<file path="src/rtl/core/bole_pkg.sv">
// ----------------------------------------------------------------------------
// bole_pkg: shared types and constants for the bounded ordered list engine
// Sizes of the list storage, field widths, operation and status codes.
// ----------------------------------------------------------------------------
package bole_pkg;

  localparam int unsigned DEPTH    = 16;
  localparam int unsigned IDX_W    = $clog2(DEPTH);
  localparam int unsigned CNT_W    = $clog2(DEPTH + 1);
  localparam int unsigned DATA_W   = 32;
  localparam int unsigned MODE_W   = 3;
  localparam int unsigned STATUS_W = 2;

  typedef enum logic [MODE_W-1:0] {
    MODE_INS_HEAD = 3'd0,
    MODE_INS_TAIL = 3'd1,
    MODE_INS_KEY  = 3'd2,
    MODE_DEL_HEAD = 3'd3,
    MODE_DEL_TAIL = 3'd4,
    MODE_DEL_KEY  = 3'd5,
    MODE_SEARCH   = 3'd6
  } mode_e;

  typedef enum logic [STATUS_W-1:0] {
    ST_OK        = 2'd0,
    ST_NOT_FOUND = 2'd1,
    ST_EMPTY     = 2'd2,
    ST_FULL      = 2'd3
  } status_e;

endpackage

</file>
<file path="src/rtl/core/bole_in_if.sv">
// ----------------------------------------------------------------------------
// bole_in_if: operation channel of the ordered list engine
// Valid/ready handshake carrying one operation word.
// ----------------------------------------------------------------------------
interface bole_in_if;
  logic                                valid;
  logic                                ready;
  logic        [bole_pkg::MODE_W-1:0]  mode;
  logic signed [bole_pkg::DATA_W-1:0]  value;
  logic signed [bole_pkg::DATA_W-1:0]  key;

  modport source (output valid, output mode, output value, output key, input ready);
  modport sink   (input valid, input mode, input value, input key, output ready);
endinterface

</file>
<file path="src/rtl/core/bole_out_if.sv">
// ----------------------------------------------------------------------------
// bole_out_if: result channel of the ordered list engine
// Valid/ready handshake carrying one result word.
// ----------------------------------------------------------------------------
interface bole_out_if;
  logic                                  valid;
  logic                                  ready;
  logic        [bole_pkg::STATUS_W-1:0]  status;
  logic        [bole_pkg::CNT_W-1:0]     position;
  logic signed [bole_pkg::DATA_W-1:0]    removed_value;
  logic        [bole_pkg::CNT_W-1:0]     length;

  modport source (output valid, output status, output position, output removed_value,
                  output length, input ready);
  modport sink   (input valid, input status, input position, input removed_value,
                  input length, output ready);
endinterface

</file>
<file path="src/rtl/core/bole_ram.sv">
// ----------------------------------------------------------------------------
// bole_ram: generic simple dual-port RAM
// One write port and one read port, read data registered.
// ----------------------------------------------------------------------------
module bole_ram #(
  parameter int unsigned WIDTH = 32,
  parameter int unsigned DEPTH = 16
) (
  input  logic                     clk_i,
  input  logic                     we_i,
  input  logic [$clog2(DEPTH)-1:0] waddr_i,
  input  logic [WIDTH-1:0]         wdata_i,
  input  logic [$clog2(DEPTH)-1:0] raddr_i,
  output logic [WIDTH-1:0]         rdata_o
);

  logic [WIDTH-1:0] mem_q [DEPTH];

  always_ff @(posedge clk_i) begin
    if (we_i) begin
      mem_q[waddr_i] <= wdata_i;
    end
    rdata_o <= mem_q[raddr_i];
  end

endmodule

</file>
<file path="src/rtl/core/bounded_ordered_list_engine_core.sv">
// ----------------------------------------------------------------------------
// bounded_ordered_list_engine_core: ordered list of signed words
// Keeps up to DEPTH words in a RAM, head at address 0, and runs insert,
// delete and search operations through a small sequencer around the RAM.
// ----------------------------------------------------------------------------
//  channel | dir | handshake     | word
//  in_i    | in  | valid/ready   | mode, value, key
//  out_o   | out | valid/ready   | status, position, removed_value, length
//
//  Operations that touch no entry answer straight from the idle state. A search
//  reads one entry per cycle, an insert moves one entry per cycle from the tail
//  down to the slot, a delete one entry per cycle from the slot up to the tail.
//  The search stops at the match, where a delete's shift starts and an insert's
//  shift ends. The single RAM read port sets this pace. The RAM needs no clearing
//  after reset; only the state, the element count and the output valid are
//  cleared. A pending result stalls the next operation only until it is taken.
// ----------------------------------------------------------------------------
module bounded_ordered_list_engine_core (
  input  logic        clk_i,
  input  logic        rst_ni,
  bole_in_if.sink     in_i,
  bole_out_if.source  out_o
);

  typedef enum logic [3:0] {
    ST_IDLE = 4'b0001,
    ST_SRCH = 4'b0010,
    ST_INS  = 4'b0100,
    ST_DEL  = 4'b1000
  } state_e;

  state_e state_q, state_d;

  logic [bole_pkg::CNT_W-1:0]  count_q, count_d;
  logic [bole_pkg::IDX_W-1:0]  ptr_q, ptr_d;
  logic [bole_pkg::IDX_W-1:0]  tgt_q, tgt_d;
  logic [bole_pkg::CNT_W-1:0]  pos_q, pos_d;
  logic [bole_pkg::DATA_W-1:0] rem_q, rem_d;
  bole_pkg::mode_e             mode_q;
  logic [bole_pkg::DATA_W-1:0] value_q;
  logic [bole_pkg::DATA_W-1:0] key_q;

  logic                         out_valid_q, out_valid_d;
  logic [bole_pkg::STATUS_W-1:0] out_status_q;
  logic [bole_pkg::CNT_W-1:0]    out_pos_q;
  logic [bole_pkg::DATA_W-1:0]   out_rem_q;
  logic [bole_pkg::CNT_W-1:0]    out_len_q;

  logic                         ram_we;
  logic [bole_pkg::IDX_W-1:0]   ram_waddr;
  logic [bole_pkg::DATA_W-1:0]  ram_wdata;
  logic [bole_pkg::IDX_W-1:0]   ram_raddr;
  logic [bole_pkg::DATA_W-1:0]  ram_rdata;

  logic                          done;
  bole_pkg::status_e             res_status;
  logic [bole_pkg::CNT_W-1:0]    res_pos;
  logic [bole_pkg::DATA_W-1:0]   res_rem;

  logic                         in_fire, out_fire;
  bole_pkg::mode_e              in_mode;
  logic                         full, empty;
  logic [bole_pkg::IDX_W-1:0]   count_idx;
  logic [bole_pkg::IDX_W-1:0]   ptr_nxt;
  logic [bole_pkg::CNT_W-1:0]   ptr_pos;
  logic                         last, hit;

  assign in_i.ready = (state_q == ST_IDLE) && (!out_valid_q || out_o.ready);
  assign in_fire    = in_i.valid && in_i.ready;
  assign out_fire   = out_o.valid && out_o.ready;

  assign in_mode   = bole_pkg::mode_e'(in_i.mode);
  assign full      = (count_q == bole_pkg::CNT_W'(bole_pkg::DEPTH));
  assign empty     = (count_q == '0);
  assign count_idx = count_q[bole_pkg::IDX_W-1:0];
  assign ptr_nxt   = ptr_q + 1'b1;
  assign ptr_pos   = bole_pkg::CNT_W'(ptr_q) + bole_pkg::CNT_W'(1);
  assign last      = (ptr_pos == count_q);
  assign hit       = (ram_rdata == key_q);

  bole_ram #(
    .WIDTH (bole_pkg::DATA_W),
    .DEPTH (bole_pkg::DEPTH)
  ) u_ram (
    .clk_i   (clk_i),
    .we_i    (ram_we),
    .waddr_i (ram_waddr),
    .wdata_i (ram_wdata),
    .raddr_i (ram_raddr),
    .rdata_o (ram_rdata)
  );

  always_comb begin
    state_d    = state_q;
    count_d    = count_q;
    ptr_d      = ptr_q;
    tgt_d      = tgt_q;
    pos_d      = pos_q;
    rem_d      = rem_q;
    ram_we     = 1'b0;
    ram_waddr  = ptr_q;
    ram_wdata  = ram_rdata;
    ram_raddr  = '0;
    done       = 1'b0;
    res_status = bole_pkg::ST_OK;
    res_pos    = '0;
    res_rem    = '0;

    case (state_q)
      ST_IDLE: begin
        if (in_fire) begin
          pos_d = '0;
          case (in_mode)
            bole_pkg::MODE_INS_HEAD, bole_pkg::MODE_INS_TAIL,
            bole_pkg::MODE_INS_KEY: begin
              if (full) begin
                done       = 1'b1;
                res_status = bole_pkg::ST_FULL;
              end else if (empty || in_mode == bole_pkg::MODE_INS_HEAD) begin
                // Entries from the tail down to the head move up one slot.
                tgt_d     = '0;
                ptr_d     = count_idx;
                ram_raddr = count_idx - 1'b1;
                state_d   = ST_INS;
              end else if (in_mode == bole_pkg::MODE_INS_TAIL) begin
                tgt_d   = count_idx;
                ptr_d   = count_idx;
                state_d = ST_INS;
              end else begin
                ptr_d   = '0;
                state_d = ST_SRCH;
              end
            end
            bole_pkg::MODE_DEL_HEAD, bole_pkg::MODE_DEL_TAIL: begin
              if (empty) begin
                done       = 1'b1;
                res_status = bole_pkg::ST_EMPTY;
              end else begin
                tgt_d     = (in_mode == bole_pkg::MODE_DEL_TAIL) ? count_idx - 1'b1 : '0;
                ptr_d     = tgt_d;
                ram_raddr = tgt_d;
                state_d   = ST_DEL;
              end
            end
            bole_pkg::MODE_DEL_KEY: begin
              if (empty) begin
                done       = 1'b1;
                res_status = bole_pkg::ST_EMPTY;
              end else begin
                ptr_d   = '0;
                state_d = ST_SRCH;
              end
            end
            bole_pkg::MODE_SEARCH: begin
              if (empty) begin
                done       = 1'b1;
                res_status = bole_pkg::ST_NOT_FOUND;
              end else begin
                ptr_d   = '0;
                state_d = ST_SRCH;
              end
            end
            default: begin
              done = 1'b1;
            end
          endcase
        end
      end

      ST_SRCH: begin
        // The read data holds the entry at ptr_q.
        if (hit) begin
          pos_d = ptr_pos;
          case (mode_q)
            bole_pkg::MODE_SEARCH: begin
              done    = 1'b1;
              res_pos = ptr_pos;
            end
            bole_pkg::MODE_INS_KEY: begin
              tgt_d     = ptr_nxt;
              ptr_d     = count_idx;
              ram_raddr = count_idx - 1'b1;
              state_d   = ST_INS;
            end
            default: begin
              tgt_d     = ptr_q;
              ram_raddr = ptr_q;
              state_d   = ST_DEL;
            end
          endcase
        end else if (last) begin
          if (mode_q == bole_pkg::MODE_DEL_KEY && count_q == bole_pkg::CNT_W'(1)) begin
            // A single element goes whether or not the key matched.
            tgt_d     = '0;
            ptr_d     = '0;
            ram_raddr = '0;
            state_d   = ST_DEL;
          end else begin
            done       = 1'b1;
            res_status = bole_pkg::ST_NOT_FOUND;
          end
        end else begin
          ptr_d     = ptr_nxt;
          ram_raddr = ptr_nxt;
        end
      end

      ST_INS: begin
        ram_we = 1'b1;
        if (ptr_q == tgt_q) begin
          ram_waddr = tgt_q;
          ram_wdata = value_q;
          done      = 1'b1;
          res_pos   = pos_q;
          count_d   = count_q + 1'b1;
        end else begin
          ram_waddr = ptr_q;
          ram_wdata = ram_rdata;
          ram_raddr = ptr_q - 2'd2;
          ptr_d     = ptr_q - 1'b1;
        end
      end

      ST_DEL: begin
        if (ptr_q == tgt_q) begin
          rem_d = ram_rdata;
        end else begin
          ram_we    = 1'b1;
          ram_waddr = ptr_q - 1'b1;
          ram_wdata = ram_rdata;
        end
        if (last) begin
          done    = 1'b1;
          res_pos = pos_q;
          res_rem = (ptr_q == tgt_q) ? ram_rdata : rem_q;
          count_d = count_q - 1'b1;
        end else begin
          ptr_d     = ptr_nxt;
          ram_raddr = ptr_nxt;
        end
      end

      default: begin
        state_d = ST_IDLE;
      end
    endcase

    if (done) begin
      state_d = ST_IDLE;
    end

    if (done) begin
      out_valid_d = 1'b1;
    end else if (out_fire) begin
      out_valid_d = 1'b0;
    end else begin
      out_valid_d = out_valid_q;
    end
  end

  always_ff @(posedge clk_i or negedge rst_ni) begin
    if (!rst_ni) begin
      state_q     <= ST_IDLE;
      count_q     <= '0;
      out_valid_q <= 1'b0;
    end else begin
      state_q     <= state_d;
      count_q     <= count_d;
      out_valid_q <= out_valid_d;
    end
  end

  always_ff @(posedge clk_i) begin
    ptr_q <= ptr_d;
    tgt_q <= tgt_d;
    pos_q <= pos_d;
    rem_q <= rem_d;
    if (in_fire) begin
      mode_q  <= in_mode;
      value_q <= in_i.value;
      key_q   <= in_i.key;
    end
    if (done) begin
      out_status_q <= res_status;
      out_pos_q    <= res_pos;
      out_rem_q    <= res_rem;
      out_len_q    <= count_d;
    end
  end

  assign out_o.valid         = out_valid_q;
  assign out_o.status        = out_status_q;
  assign out_o.position      = out_pos_q;
  assign out_o.removed_value = out_rem_q;
  assign out_o.length        = out_len_q;

  a_count_bound : assert property (@(posedge clk_i) disable iff (!rst_ni)
    count_q <= bole_pkg::CNT_W'(bole_pkg::DEPTH))
    else $error("element count beyond list depth");

  a_we_busy : assert property (@(posedge clk_i) disable iff (!rst_ni)
    ram_we |-> (state_q == ST_INS || state_q == ST_DEL))
    else $error("list storage written outside a shift");

  a_ins_grows : assert property (@(posedge clk_i) disable iff (!rst_ni)
    (state_q == ST_INS && ptr_q == tgt_q) |=> count_q == $past(count_q) + 1'b1)
    else $error("finished insert did not grow the list by one");

  a_len_match : assert property (@(posedge clk_i) disable iff (!rst_ni)
    (done && state_q != ST_IDLE) |=> out_o.length == count_q)
    else $error("reported length differs from element count");

endmodule
</file>
<file path="src/flat_wrapper.sv">
// flat-port wrapper written by rule: the top's interface ports become plain ports
module bounded_ordered_list_engine_core_flat 
  (clk_i, rst_ni, in_i_valid, in_i_mode, in_i_value, in_i_key, in_i_ready, out_o_valid, out_o_status, out_o_position, out_o_removed_value, out_o_length, out_o_ready);
  bole_in_if in_i_i ();
  bole_out_if out_o_i ();
  input  logic clk_i;
  input  logic rst_ni;
  input wire logic [$bits(in_i_i.valid)-1:0] in_i_valid;
  input wire logic [$bits(in_i_i.mode)-1:0] in_i_mode;
  input wire logic [$bits(in_i_i.value)-1:0] in_i_value;
  input wire logic [$bits(in_i_i.key)-1:0] in_i_key;
  output wire logic [$bits(in_i_i.ready)-1:0] in_i_ready;
  output wire logic [$bits(out_o_i.valid)-1:0] out_o_valid;
  output wire logic [$bits(out_o_i.status)-1:0] out_o_status;
  output wire logic [$bits(out_o_i.position)-1:0] out_o_position;
  output wire logic [$bits(out_o_i.removed_value)-1:0] out_o_removed_value;
  output wire logic [$bits(out_o_i.length)-1:0] out_o_length;
  input wire logic [$bits(out_o_i.ready)-1:0] out_o_ready;
  assign in_i_i.valid = in_i_valid;
  assign in_i_i.mode = in_i_mode;
  assign in_i_i.value = in_i_value;
  assign in_i_i.key = in_i_key;
  assign in_i_ready = in_i_i.ready;
  assign out_o_valid = out_o_i.valid;
  assign out_o_status = out_o_i.status;
  assign out_o_position = out_o_i.position;
  assign out_o_removed_value = out_o_i.removed_value;
  assign out_o_length = out_o_i.length;
  assign out_o_i.ready = out_o_ready;
  bounded_ordered_list_engine_core u_core (.clk_i(clk_i), .rst_ni(rst_ni), .in_i(in_i_i), .out_o(out_o_i));
endmodule
</file>
<file path="config.mk">
export PLATFORM = sky130hd
export DESIGN_NAME = bounded_ordered_list_engine_core_flat
export DESIGN_NICKNAME = d
export VERILOG_FILES = /design/src/rtl/core/bole_pkg.sv /design/src/rtl/core/bole_in_if.sv /design/src/rtl/core/bole_out_if.sv /design/src/rtl/core/bole_ram.sv /design/src/rtl/core/bounded_ordered_list_engine_core.sv /design/src/flat_wrapper.sv
export SDC_FILE = /design/constraint.sdc
export NUM_CORES = 1
export LEC_CHECK = 0
export ABC_AREA = 1
export ABC_CLOCK_PERIOD_IN_PS = 11300
export BUFFER_PORTS_ARGS = -buffer_cell sky130_fd_sc_hd__buf_2
export CAP_MARGIN = 20
export CORE_MARGIN = 3
export CORE_UTILIZATION = 45
export CTS_CLUSTER_DIAMETER = 120
export CTS_CLUSTER_SIZE = 24
export DETAILED_ROUTE_END_ITERATION = 6
export PLACE_DENSITY = 0.64
export SLEW_MARGIN = 30
export SYNTH_ARGS = -nofsm -noshare
export SYNTH_HDL_FRONTEND = slang
export SYNTH_SLANG_ARGS = --single-unit
</file>
<file path="constraint.sdc">
create_clock -name clk_i -period 11.3 [get_ports clk_i]
set_clock_uncertainty 0.15 [all_clocks]
set_input_delay 2.26 -clock clk_i [delete_from_list [all_inputs] [get_ports clk_i]]
set_output_delay 2.26 -clock clk_i [all_outputs]
set_load 0.01 [all_outputs]
</file>
==> metrics.txt <==
# TYPE chip_impl_metric gauge
chip_impl_metric{name="required",unit="ns"} 11.64
chip_impl_info{name="worst_setup_path_end_kind",value="flip-flop"} 1
chip_impl_metric{name="overall_routed_net_length",unit="um"} 81000
chip_impl_metric{name="timing.max_cap.violations",unit=""} 0
chip_impl_metric{name="post_cts_buffers",unit=""} 0
chip_impl_metric{name="route.antenna.remaining_nets",unit=""} 0
chip_impl_metric{name="clkSinkCount",unit=""} 710
chip_impl_metric{name="numPortBuffers",unit=""} 116
chip_impl_metric{name="ys_types",unit=""} 50
chip_impl_metric{name="fin_setup_tns",unit="ns"} 0
chip_impl_metric{name="synth_enable_flop_cells",unit=""} 668
chip_impl_metric{name="layout-drive-gt1-share",unit="%"} 9.64
chip_impl_info{name="synth.most_common_cell",value="sky130_fd_sc_hd__edfxtp_1"} 1
chip_impl_metric{name="detailed_place_hpwl",unit="um"} 43600
chip_impl_info{name="run_status",value="complete, no violations"} 1
chip_impl_metric{name="cp.arrival",unit="ns"} 5.68
chip_impl_info{name="unrepaired_setup_endpoints_after_global_routing",value="no"} 1
chip_impl_metric{name="timing.slew.headroom",unit="%"} 30.6
chip_impl_metric{name="dieWidth",unit="um"} 270
chip_impl_metric{name="synth-async-reset-ratio",unit="%"} 1.41
chip_impl_metric{name="worst_path_largest_cell_delay",unit="ns"} 0.73
chip_impl_info{name="crit_chain",value="xnor2_1 -> nand2_1 -> nor2_1 -> nand2_1 -> nor2_1 -> nand2_1 -> nand2_1 -> nand3_4 -> nand2_8 -> buf_16 -> buf_6 -> nand2_1 -> nand3_1 -> nand3_1 -> nand3_1 -> nand2_1"} 1
chip_impl_metric{name="p_per_area",unit="nW/um2"} 234
chip_impl_info{name="synth-main-ff-cell",value="sky130_fd_sc_hd__edfxtp_1"} 1
chip_impl_metric{name="area.growth.synth_to_final",unit="%"} 7.41
chip_impl_metric{name="path_clk_slew",unit="ns"} 0.11
chip_impl_metric{name="fmax",unit="GHz"} 0.187
chip_impl_metric{name="final_min_period_over_clock_period",unit="%"} 47.2
chip_impl_metric{name="synth_cells",unit=""} 2937
chip_impl_metric{name="placed_cell_area",unit="um2"} 32800
chip_impl_metric{name="synth_largest_type_area_fraction",unit="%"} 63.8
chip_impl_info{name="cts_tree",value="done"} 1
chip_impl_metric{name="vdd_ir_drop_max",unit="V"} 0.000173
chip_impl_metric{name="worst_slew_pin_slew",unit="ns"} 1.04
chip_impl_info{name="path_class",value="flip-flop to flip-flop"} 1
chip_impl_metric{name="top_level_ports",unit=""} 117
chip_impl_info{name="timing.critical_path.from_type",value="flip-flop"} 1
chip_impl_metric{name="timing.final.setup_violations",unit=""} 0
chip_impl_metric{name="static_power_due_to_leakage",unit="nW"} 13.4
chip_impl_metric{name="grt_max_degree",unit=""} 213
chip_impl_metric{name="floorplan.rows",unit=""} 96
chip_impl_info{name="holdCritPathClass",value="flip-flop to flip-flop"} 1
chip_impl_metric{name="cts_made_buffers",unit=""} 35
chip_impl_metric{name="route.detailed.wl_per_inst",unit="um"} 20.7
chip_impl_info{name="synth.cells.most_frequent",value="668 x sky130_fd_sc_hd__edfxtp_1, 599 x sky130_fd_sc_hd__nand3_1, 581 x sky130_fd_sc_hd__nand2_1"} 1
chip_impl_info{name="synthDominantAreaCellType",value="sky130_fd_sc_hd__edfxtp_1"} 1
chip_impl_metric{name="antenna_found_initial",unit=""} 1
chip_impl_metric{name="final_replace_weighted_congestion",unit=""} 0.890
chip_impl_metric{name="synthesis.area",unit="um2"} 31500
chip_impl_metric{name="cts_repair_resize_count",unit=""} 0
chip_impl_metric{name="drt_pass1_iterations",unit=""} 6
chip_impl_metric{name="number_of_storage_elements_in_the_synthesis_netlist",unit=""} 710
chip_impl_metric{name="detail_route.drc_violations",unit=""} 0
chip_impl_metric{name="synth.yosys.seq_area_share",unit="%"} 66.6
chip_impl_metric{name="net_total_in_the_final_layout",unit=""} 3055
chip_impl_metric{name="filler_cell_count",unit=""} 6227
chip_impl_metric{name="global_route.overflow_total",unit=""} 0
chip_impl_metric{name="die_height",unit="um"} 270
chip_impl_metric{name="totalPowerFinal",unit="mW"} 7.92
chip_impl_metric{name="clk-insertion-delay-late",unit="ns"} 0.59
chip_impl_metric{name="via_count_of_the_first_global_routing_pass",unit=""} 20520
chip_impl_metric{name="coreArea",unit="um2"} 68900
chip_impl_metric{name="wire_length_of_the_first_global_routing_pass",unit="um"} 123000
chip_impl_metric{name="hold_viol_final",unit=""} 0
chip_impl_metric{name="total_number_of_vias",unit=""} 21058
chip_impl_metric{name="drt_iter0_markers",unit=""} 1914
chip_impl_info{name="cpMostUsedCell",value="sky130_fd_sc_hd__nand2_1"} 1
chip_impl_metric{name="clock_path_buffers",unit=""} 3
chip_impl_metric{name="finalInstanceArea",unit="um2"} 33800
chip_impl_metric{name="syn_area_per_cell",unit="um2"} 10.7
chip_impl_metric{name="hold_ws",unit="ns"} 0.362
chip_impl_metric{name="design.die.area",unit="um2"} 73100
chip_impl_metric{name="crit_fanout",unit=""} 100
chip_impl_metric{name="final_util",unit="%"} 49.0
chip_impl_metric{name="syn_nets",unit=""} 3018
chip_impl_metric{name="cts_hold_repair.buffers",unit=""} 0
chip_impl_metric{name="routed_vias_inst",unit=""} 5.37
chip_impl_info{name="root_buffer",value="sky130_fd_sc_hd__clkbuf_16"} 1
chip_impl_metric{name="yosysWarningCount",unit=""} 0
chip_impl_info{name="slowest_stage",value="sky130_fd_sc_hd__nand2_8"} 1
chip_impl_metric{name="minimum_clock_period_after_layout",unit="ns"} 5.34
chip_impl_metric{name="maxSlewViolCount",unit=""} 0
chip_impl_metric{name="global_route.usage.total",unit="%"} 21.7
chip_impl_metric{name="cts-htree-levels",unit=""} 2
chip_impl_metric{name="initial_core_util",unit="%"} 45.6
chip_impl_info{name="synth.top_cells.by_area",value="sky130_fd_sc_hd__edfxtp_1 64%, sky130_fd_sc_hd__nand3_1 9.5%, sky130_fd_sc_hd__nand2_1 6.9%"} 1
-- per-stage QoR --
step / instances / worst slack (ns)
6_report: 3921 / 5.96
3_5_place_dp: 3867 / 5.13
5_1_grt: 3921 / 5.52
3_3_place_gp: 3867 / 5.16
2_1_floorplan: 2937 / 6.09
4_1_cts: 3919 / 5.72
-- final timing paths --
path                                          startpoint                        to  slack, ns  cells after the start
worst min-delay path                  u_core.out_o.valid        u_core.out_o.valid       0.36                      2
worst max register to register  u_core.u_ram.rdata_o[23]  u_core.u_ram.rdata_o[27]       5.96                     16
worst min register to register        u_core.out_o.valid        u_core.out_o.valid       0.36                      2
worst max-delay path            u_core.u_ram.rdata_o[23]  u_core.u_ram.rdata_o[27]       5.96                     16
max in group asynchronous                         rst_ni         u_core.state_q[0]       9.40                      1
min in group asynchronous                         rst_ni        u_core.out_o.valid       1.35                      1
-- cells by family (layout without fill, tap and decap cells) --
logic type / after synthesis / in the layout / share of synthesized area [%]
adders and majority gates: 10 / 10 / 0.398
xor gates and xnor gates: 28 / 28 / 0.803
AOI/OAI and AO/OA: 113 / 113 / 2.08
DFF: 710 / 710 / 66.6
and+or+nand+nor: 1449 / 1449 / 21.5
muxes: 1 / 1 / 0.0318
other: 0 / 1 / 0
buffers and inverters: 626 / 678 / 8.60
-- flip-flops by register name (all words and copies together) (netlist names) --
register / count
u_core.u_ram.rdata_o: 32
u_core.key_q: 32
u_core.rem_q: 32
u_core.u_ram.mem_q: 512
u_core.out_o.length: 5
u_core.mode_q: 3
u_core.out_o.valid: 1
u_core.value_q: 32
u_core.out_o.status: 2
u_core.pos_q: 5
u_core.ptr_q: 4
u_core.out_o.removed_value: 32
u_core.out_o.position: 5
u_core.tgt_q: 4
u_core.count_q: 5
u_core.state_q: 4
-- per-layer routing --
layer / up-vias / track usage, % / part of all wire [%]
met1: 10335 / 28.6 / 41
met2: 709 / 37.5 / 49
met4: 0 / 7.40 / 3.2
met5: - / 0 / 0
li1: 9876 / - / -
met3: 138 / 2.60 / 6.4
-- power by group --
group	switching (mW)	internal [mW]	leakage, nW
clock network	0.804	0.586	0.468
logic	2.03	0.788	6.52
registers	0.222	3.49	6.46
total	3.05	4.87	13.4
-- worst max-delay path: cells and delay by family (launching register included) --
| kind | cells | cell delay [ns] |
|---|---|---|
| simple gates | 13 | 3.08 |
| xor+xnor | 1 | 0.17 |
| flops | 1 | 0.63 |
| buf+inv | 2 | 1.00 |
-- cells in the final DEF, fill, tap and decap left out, types with 3 or more instances in the layout --
master and count:
sky130_fd_sc_hd__nor3_2 4, sky130_fd_sc_hd__o211ai_1 8, sky130_fd_sc_hd__nand2_2 4, sky130_fd_sc_hd__a21oi_1 13, sky130_fd_sc_hd__inv_1 454, sky130_fd_sc_hd__nor2_2 5, sky130_fd_sc_hd__dfxtp_1 32, sky130_fd_sc_hd__nand4_1 6
sky130_fd_sc_hd__o21ai_0 59, sky130_fd_sc_hd__o21ai_2 4, sky130_fd_sc_hd__nand2_1 580, sky130_fd_sc_hd__nand3_2 3, sky130_fd_sc_hd__edfxtp_1 668, sky130_fd_sc_hd__nor2_1 93, sky130_fd_sc_hd__a31oi_1 5, sky130_fd_sc_hd__o21ai_1 4
sky130_fd_sc_hd__ha_1 10, sky130_fd_sc_hd__o2111ai_1 4, sky130_fd_sc_hd__buf_2 116, sky130_fd_sc_hd__clkbuf_1 14, sky130_fd_sc_hd__xnor2_1 21, sky130_fd_sc_hd__nand3b_1 97, sky130_fd_sc_hd__o22ai_1 6, sky130_fd_sc_hd__clkbuf_16 35
sky130_fd_sc_hd__dfrtp_1 9, sky130_fd_sc_hd__nor2_4 18, sky130_fd_sc_hd__buf_4 38, sky130_fd_sc_hd__inv_2 9, sky130_fd_sc_hd__or2_2 32, sky130_fd_sc_hd__nand3_1 596, sky130_fd_sc_hd__clkinv_2 3, sky130_fd_sc_hd__a32oi_1 3
sky130_fd_sc_hd__xor2_1 6
-- layout make-up --
type,count,area [um2],area share [%]
Inverter,467,1760,5.22
Clock buffer,49,928,2.75
Clock inverter,3,40.0,0.118
Sequential cell,710,21000,62.0
Antenna cell,1,2.50,0.00740
Timing Repair Buffer,159,956,2.83
Multi-Input combinational cell,1601,7990,23.6
Tap cell,931,1160,3.45
Power figures use the tool's default switching activity.
